$ cat src/hdl/tcst_pkg.sv
package tcst_pkg;
	localparam int SLOT_COUNT = 8;
	localparam int SLOT_W = $clog2(SLOT_COUNT);
	localparam int ORD_W = $clog2(SLOT_COUNT + 1);

	localparam logic [2:0] CMD_DOWN = 3'd0;
	localparam logic [2:0] CMD_MOVE = 3'd1;
	localparam logic [2:0] CMD_UP = 3'd2;
	localparam logic [2:0] CMD_RELEASE = 3'd3;
	localparam logic [2:0] CMD_QUERY = 3'd4;

	localparam logic [1:0] PH_INACTIVE = 2'd0;
	localparam logic [1:0] PH_DOWN = 2'd1;
	localparam logic [1:0] PH_MOVE = 2'd2;
	localparam logic [1:0] PH_UP = 2'd3;

	localparam logic [1:0] ST_OK = 2'd0;
	localparam logic [1:0] ST_DUP = 2'd1;
	localparam logic [1:0] ST_FULL = 2'd2;
	localparam logic [1:0] ST_MISSING = 2'd3;

	typedef struct packed {
		logic [2:0] command;
		logic [30:0] pointer_id;
		logic signed [31:0] source;
		logic [31:0] x_bits;
		logic [31:0] y_bits;
		logic [3:0] order_index;
	} cmd_t;

	typedef struct packed {
		logic [1:0] status;
		logic found;
		logic [30:0] out_pointer_id;
		logic signed [31:0] out_source;
		logic [31:0] out_x;
		logic [31:0] out_y;
		logic [1:0] out_phase;
		logic [3:0] active_count;
		logic oldest_active;
	} rsp_t;

	typedef struct packed {
		logic [30:0] id;
		logic [31:0] source;
		logic [31:0] x;
		logic [31:0] y;
		logic [1:0] phase;
	} entry_t;
endpackage

$ cat src/hdl/tcst_if.sv
interface tcst_cmd_if;
	import tcst_pkg::*;
	logic valid;
	logic ready;
	cmd_t data;
	modport source (output valid, output data, input ready);
	modport sink (input valid, input data, output ready);
endinterface

interface tcst_rsp_if;
	import tcst_pkg::*;
	logic valid;
	logic ready;
	rsp_t data;
	modport source (output valid, output data, input ready);
	modport sink (input valid, input data, output ready);
endinterface

$ cat src/hdl/touch_contact_slot_table.sv
// Contact slot table. Slot payloads (id, source, x, y, phase) live in a
// synchronous memory with a registered read port; valid bits and arrival orders
// sit in flip-flops. Each command walks the slots one memory read per cycle;
// release also frees all up contacts during that walk. The next command is
// taken once the result has been accepted on the response channel.
module touch_contact_slot_table (
	input logic clk,
	input logic arst_n,
	tcst_cmd_if.sink cmd,
	tcst_rsp_if.source rsp
);
	import tcst_pkg::*;

	localparam logic [2:0] S_IDLE = 3'd0;
	localparam logic [2:0] S_SCAN = 3'd1;
	localparam logic [2:0] S_WRITE = 3'd2;
	localparam logic [2:0] S_OUT = 3'd3;

	entry_t mem [SLOT_COUNT];
	entry_t rd_q;
	logic mem_we;
	logic [SLOT_W-1:0] wr_addr;
	entry_t wr_data;
	logic [SLOT_W-1:0] rd_addr;

	logic [2:0] state_q;
	cmd_t cmd_q;
	logic [SLOT_COUNT-1:0] valid_q;
	logic [ORD_W-1:0] order_q [SLOT_COUNT];
	logic [ORD_W-1:0] live_q;
	logic oldest_q;
	logic [SLOT_W:0] idx_q;
	logic rd_vld_q;
	logic [SLOT_W-1:0] rd_idx_q;
	logic hit_q;
	logic [SLOT_W-1:0] hit_idx_q;
	rsp_t rsp_q;
	logic [1:0] status_q;
	entry_t res_q;

	always_ff @(posedge clk) begin
		if (mem_we)
			mem[wr_addr] <= wr_data;
		rd_q <= mem[rd_addr];
	end

	logic rd_match;
	logic [SLOT_COUNT-1:0] free_v;
	logic [SLOT_W-1:0] free_idx;
	logic free_any;

	always_comb begin
		free_v = ~valid_q;
		free_idx = '0;
		free_any = 1'b0;
		for (int k = SLOT_COUNT - 1; k >= 0; k--)
			if (free_v[k]) begin
				free_idx = SLOT_W'(k);
				free_any = 1'b1;
			end
		rd_addr = idx_q[SLOT_W-1:0];
		rd_match = 1'b0;
		if (rd_vld_q && valid_q[rd_idx_q]) begin
			if (cmd_q.command == CMD_QUERY)
				rd_match = ({1'b0, order_q[rd_idx_q]} == (ORD_W+1)'(cmd_q.order_index))
					|| (ORD_W < 4 && 4'(order_q[rd_idx_q]) == cmd_q.order_index);
			else if (cmd_q.command == CMD_RELEASE)
				rd_match = rd_q.phase == PH_UP;
			else
				rd_match = rd_q.id == cmd_q.pointer_id;
		end
		mem_we = 1'b0;
		wr_addr = hit_idx_q;
		wr_data = '{id: cmd_q.pointer_id, source: cmd_q.source, x: cmd_q.x_bits,
			y: cmd_q.y_bits, phase: PH_DOWN};
		if (state_q == S_WRITE) begin
			unique case (cmd_q.command)
				CMD_DOWN: begin
					mem_we = !hit_q && free_any;
					wr_addr = free_idx;
				end
				CMD_MOVE, CMD_UP: begin
					mem_we = hit_q;
					wr_data.id = res_q.id;
					wr_data.phase = (cmd_q.command == CMD_MOVE) ? PH_MOVE : PH_UP;
				end
				default: mem_we = 1'b0;
			endcase
		end
	end

	always_ff @(posedge clk or negedge arst_n) begin
		if (!arst_n) begin
			state_q <= S_IDLE;
			cmd_q <= '0;
			valid_q <= '0;
			live_q <= '0;
			oldest_q <= 1'b0;
			idx_q <= '0;
			rd_vld_q <= 1'b0;
			rd_idx_q <= '0;
			hit_q <= 1'b0;
			hit_idx_q <= '0;
			res_q <= '0;
			status_q <= ST_OK;
			for (int k = 0; k < SLOT_COUNT; k++)
				order_q[k] <= ORD_W'(SLOT_COUNT);
		end else begin
			unique case (state_q)
				S_IDLE: begin
					if (cmd.valid) begin
						cmd_q <= cmd.data;
						idx_q <= '0;
						rd_vld_q <= 1'b0;
						hit_q <= 1'b0;
						state_q <= S_SCAN;
					end
				end
				S_SCAN: begin
					rd_vld_q <= idx_q < (SLOT_W+1)'(SLOT_COUNT);
					rd_idx_q <= idx_q[SLOT_W-1:0];
					if (idx_q < (SLOT_W+1)'(SLOT_COUNT))
						idx_q <= idx_q + 1'b1;
					if (rd_match) begin
						if (cmd_q.command == CMD_RELEASE) begin
							if (order_q[rd_idx_q] == '0)
								oldest_q <= 1'b0;
							valid_q[rd_idx_q] <= 1'b0;
							order_q[rd_idx_q] <= ORD_W'(SLOT_COUNT);
							if (live_q != '0)
								live_q <= live_q - 1'b1;
							for (int j = 0; j < SLOT_COUNT; j++)
								if (valid_q[j] && order_q[j] > order_q[rd_idx_q])
									order_q[j] <= order_q[j] - 1'b1;
						end else if (!hit_q) begin
							hit_q <= 1'b1;
							hit_idx_q <= rd_idx_q;
							res_q <= rd_q;
						end
					end
					if (!rd_vld_q && idx_q == (SLOT_W+1)'(SLOT_COUNT))
						state_q <= S_WRITE;
				end
				S_WRITE: begin
					unique case (cmd_q.command)
						CMD_DOWN: begin
							if (hit_q)
								status_q <= ST_DUP;
							else if (!free_any)
								status_q <= ST_FULL;
							else begin
								status_q <= ST_OK;
								valid_q[free_idx] <= 1'b1;
								order_q[free_idx] <= live_q;
								if (live_q == '0)
									oldest_q <= 1'b1;
								live_q <= live_q + 1'b1;
							end
						end
						CMD_MOVE, CMD_UP: status_q <= hit_q ? ST_OK : ST_MISSING;
						default: status_q <= ST_OK;
					endcase
					state_q <= S_OUT;
				end
				S_OUT: begin
					if (rsp.ready)
						state_q <= S_IDLE;
				end
				default: state_q <= S_IDLE;
			endcase
		end
	end

	logic qhit;
	assign qhit = hit_q && cmd_q.command == CMD_QUERY;
	always_comb begin
		rsp_q.status = status_q;
		rsp_q.found = qhit;
		rsp_q.out_pointer_id = qhit ? res_q.id : '0;
		rsp_q.out_source = qhit ? res_q.source : '0;
		rsp_q.out_x = qhit ? res_q.x : '0;
		rsp_q.out_y = qhit ? res_q.y : '0;
		rsp_q.out_phase = qhit ? res_q.phase : PH_INACTIVE;
		rsp_q.active_count = 4'(live_q);
		rsp_q.oldest_active = oldest_q;
	end

	assign cmd.ready = state_q == S_IDLE;
	assign rsp.valid = state_q == S_OUT;
	assign rsp.data = rsp_q;
endmodule

$ cat src/flat_wrapper.sv
// flat-port wrapper written by rule: the top's interface ports become plain ports
module touch_contact_slot_table_flat import tcst_pkg::*;
  (clk, arst_n, cmd_valid, cmd_data, cmd_ready, rsp_valid, rsp_data, rsp_ready);
  tcst_cmd_if cmd_i ();
  tcst_rsp_if rsp_i ();
  input logic clk;
  input logic arst_n;
  input wire logic [$bits(cmd_i.valid)-1:0] cmd_valid;
  input wire logic [$bits(cmd_i.data)-1:0] cmd_data;
  output wire logic [$bits(cmd_i.ready)-1:0] cmd_ready;
  output wire logic [$bits(rsp_i.valid)-1:0] rsp_valid;
  output wire logic [$bits(rsp_i.data)-1:0] rsp_data;
  input wire logic [$bits(rsp_i.ready)-1:0] rsp_ready;
  assign cmd_i.valid = cmd_valid;
  assign cmd_i.data = cmd_data;
  assign cmd_ready = cmd_i.ready;
  assign rsp_valid = rsp_i.valid;
  assign rsp_data = rsp_i.data;
  assign rsp_i.ready = rsp_ready;
  touch_contact_slot_table u_core (.clk(clk), .arst_n(arst_n), .cmd(cmd_i), .rsp(rsp_i));
endmodule
$ cat config.mk
export PLATFORM = sky130hd
export DESIGN_NAME = touch_contact_slot_table_flat
export DESIGN_NICKNAME = d
export VERILOG_FILES = /design/src/hdl/tcst_pkg.sv /design/src/hdl/tcst_if.sv /design/src/hdl/touch_contact_slot_table.sv /design/src/flat_wrapper.sv
export SDC_FILE = /design/constraint.sdc
export NUM_CORES = 2
export LEC_CHECK = 0
export BUFFER_PORTS_ARGS = -buffer_cell sky130_fd_sc_hd__buf_2
export CAP_MARGIN = 5
export CORE_ASPECT_RATIO = 1.2
export CORE_UTILIZATION = 55
export DETAILED_ROUTE_END_ITERATION = 8
export GPL_TIMING_DRIVEN = 0
export PLACE_DENSITY = 0.75
export SYNTH_ARGS = -nofsm -noshare
export SYNTH_HDL_FRONTEND = slang
export SYNTH_SLANG_ARGS = --single-unit
$ cat constraint.sdc
create_clock -name clk -period 12.1 [get_ports clk]
set_clock_uncertainty 0.05 [all_clocks]
set_input_delay 1.21 -clock clk [delete_from_list [all_inputs] [get_ports clk]]
set_output_delay 1.21 -clock clk [all_outputs]
set_load 0.1 [all_outputs]
==> results.cfg <==
[placed_design]
post_dp_cell_area_um2 = 62800
placed_cells_incl_taps = 4860
dp_hpwl_um = 92300
place_ws_ps = 7080
port_buffers = 276
gp_congestion = 0.943

[timing]
setup_slack_ps = 6590
fmax_ghz = 0.181
finalSetupViolations = 0
tns_ps = 0
tightest_slew_ps = 1230
slew-limit-headroom_pct = 17.8
period_needed_ps = 5510
holdWs_ps = 324
fin_crit_sh_pct = 45.5
slew_viol_final = 0
hold_violations = 0
grt_setup_unrepaired = no

[grt]
antenna_found_initial = 8
grt_overflow_total = 0
grt_max_degree = 103
grt_pass1_wl_um = 203000
grt_usage_pct = 26.2
first_global_vias = 31100

[critical_path]
critical-path-top-cell-by-count = clkbuf_1
slowest_stage = clkbuf_2
slowest_delay_ps = 780
path_max_fanout = 10
worstSetupPathType = flip-flop to output port
cp.required_ps = 10840
critPathBufInv = 4
startpoint_type = flip-flop
path_cells = clkbuf_1, nor2_1, and3_1, clkbuf_2, clkbuf_1, and2_1, buf_2
crit_family = buffers and inverters
end_kind = output port
arrival_ps = 4250

[yosys]
netlist_top_cells_count = 1032 x edfxtp_1, 356 x mux2_2, 316 x dfrtp_1
synth_cells = 3054
syn_avg_cell_area_um2 = 19.0
postSynth.asyncResetShare_pct = 21.8
ys.warnings.count = 0
yosysMostFrequentCell = edfxtp_1
yosysTopAreaCellShare_pct = 53.5
synth_top_area_cell = edfxtp_1
ys_seq_elements = 1485
synth_nets = 3242
synth-edff-count = 1032
ys.flop_type = edfxtp_1
netlist_area_um2 = 57900
yosysUniqueCellTypes = 71
yosysSeqAreaShare_pct = 72.0
synthTopCellsByArea = edfxtp_1 54%, dfrtp_1 14%, mux4_2 10%

[pwr]
p_leak_nw = 24.6
p_per_area_nw_per_um2 = 237
peakVddDrop_uv = 190
power.total_mw = 16.0

[floorplanning]
dieArea_um2 = 107000
core_um2 = 105000
fp.dieW_um = 298
die_h_um = 357
num_rows = 130
ios = 277
start_util_pct = 55.4

[clock_tree]
clk_path_buf_depth = 3
root_buffer = clkbuf_16
cts_repair_resize_count = 0
insertion_delay_ps = 790
cts-htree-levels = 4
cts_tree = built
cts_setup_buffers = 0
cts_buffers = 142
clkTransAtPathRegs_ps = 60
holdBufCountCts = 0
cts.sinks = 1485

[worst_hold_path]
hp-class = primary input to async pin

[final_layout]
syn_to_final_growth_pct = 16.4
stdcell_count = 5127
fin_nets = 3806
utilization_pct = 64.5
drive_above_1_share_pct = 34.4
final_cell_area_um2 = 67400

[drt]
drtIter0Drc = 2798
vias = 30600
wire_per_inst_um = 26.7
ant_nets = 0
drc = 0
routed_wirelength_um = 137000
viasPerCell = 5.97
drtPass1Iterations = 5

[job]
cap_violations = 0

[status]
outcome = complete, no violations
## path summary, 6_finish.rpt
path	startpoint	to	slack, ps	depth (start not counted)
max	u_core.cmd_q[132]	rsp_data[39]	6590	7
min	arst_n	u_core.res_q[19]	320	1
max reg2reg	u_core.cmd_q[132]	u_core.mem[1][54]	7010	14
min reg2reg	u_core.rd_q[88]	u_core.res_q[88]	400	1
max in group asynchronous	arst_n	u_core.cmd_q[86]	10190	3
min in group clk	u_core.rd_q[88]	u_core.res_q[88]	400	1
## cells in the final DEF, fill, tap and decap left out, types with 9 or more instances in the layout
master	instances
buf_6	126
clkinv_2	21
nand3_1	16
nor4_1	12
and2_1	136
buf_4	10
ha_1	49
dfxtp_1	129
dfrtp_1	316
mux4_2	258
buf_8	17
edfxtp_1	1032
a22oi_1	9
nor2_1	49
mux2_2	356
xor2_1	36
nor3_1	17
nor3_2	9
a21oi_1	34
a31oi_1	10
inv_1	38
clkinv_1	23
nor2b_1	15
buf_2	284
o22ai_1	13
mux2_1	85
mux2i_1	29
clkbuf_1	147
o21a_1	11
clkbuf_8	10
buf_1	23
nand4_1	13
clkbuf_16	146
nand2_1	48
o21ai_0	39
## cell type report
class	instances	area, um2
antenna	1	2.50
inverter	38	143
multi-input combinational	1372	15400
timing repair buffer	420	3110
clock inverter	77	707
clock buffer	189	3920
sequential	1485	41700
tap	1386	1730
buffer	159	688
fill	6996	37200
## flip-flops by register name (all words and copies together) (netlist names)
signal,flops
u_core.status_q,2
u_core.live_q,4
u_core.order_q,32
u_core.hit_idx_q,3
u_core.valid_q,8
u_core.rd_q,129
u_core.rd_vld_q,1
u_core.idx_q,4
u_core.mem,1032
u_core.res_q,129
u_core.hit_q,1
u_core.rd_idx_q,3
u_core.oldest_q,1
u_core.state_q,2
u_core.cmd_q,134
## worst reg2reg max path, stage by stage (launching register included)
cell,delay [ps]
dfrtp_1,370
clkbuf_1,190
nor4_1,730
o21ai_1,530
nor2_1,640
a21o_1,170
nand2b_1,150
nor3_2,660
buf_6,250
buf_6,190
buf_6,190
buf_6,170
buf_6,170
buf_8,170
buf_6,160
## routing by layer
| metal | global-route usage [%] | vias up | wire [um] |
|---|---|---|---|
| li1 | - | 13200 | - |
| met1 | 35.7 | 16000 | 55800 |
| met2 | 42.6 | 1190 | 67400 |
| met3 | 4.99 | 240 | 9320 |
| met4 | 9.06 | 12 | 4310 |
| met5 | 0 | - | 68 |
## logic make-up (layout without fill, tap and decap cells)
group / count (synthesis) / after routing / synth area share, %
XOR/XNOR: 44 / 44 / 0.665
AO/OA/AOI/OAI: 206 / 206 / 2.43
multiplexers: 728 / 728 / 19.1
buffers and inverters: 197 / 883 / 1.43
flip-flops: 1485 / 1485 / 72.0
other: 0 / 1 / 0
AND/OR/NAND/NOR: 344 / 344 / 3.28
adder cells (fa/ha/maj): 50 / 50 / 1.09
## report_power, final
| part | switching, mW | internal [mW] |
|---|---|---|
| Sequential | 0.784 | 6.82 |
| Combinational | 2.22 | 1.82 |
| Clock | 1.91 | 2.47 |
No activity file was read; power rests on OpenSTA's default activity.
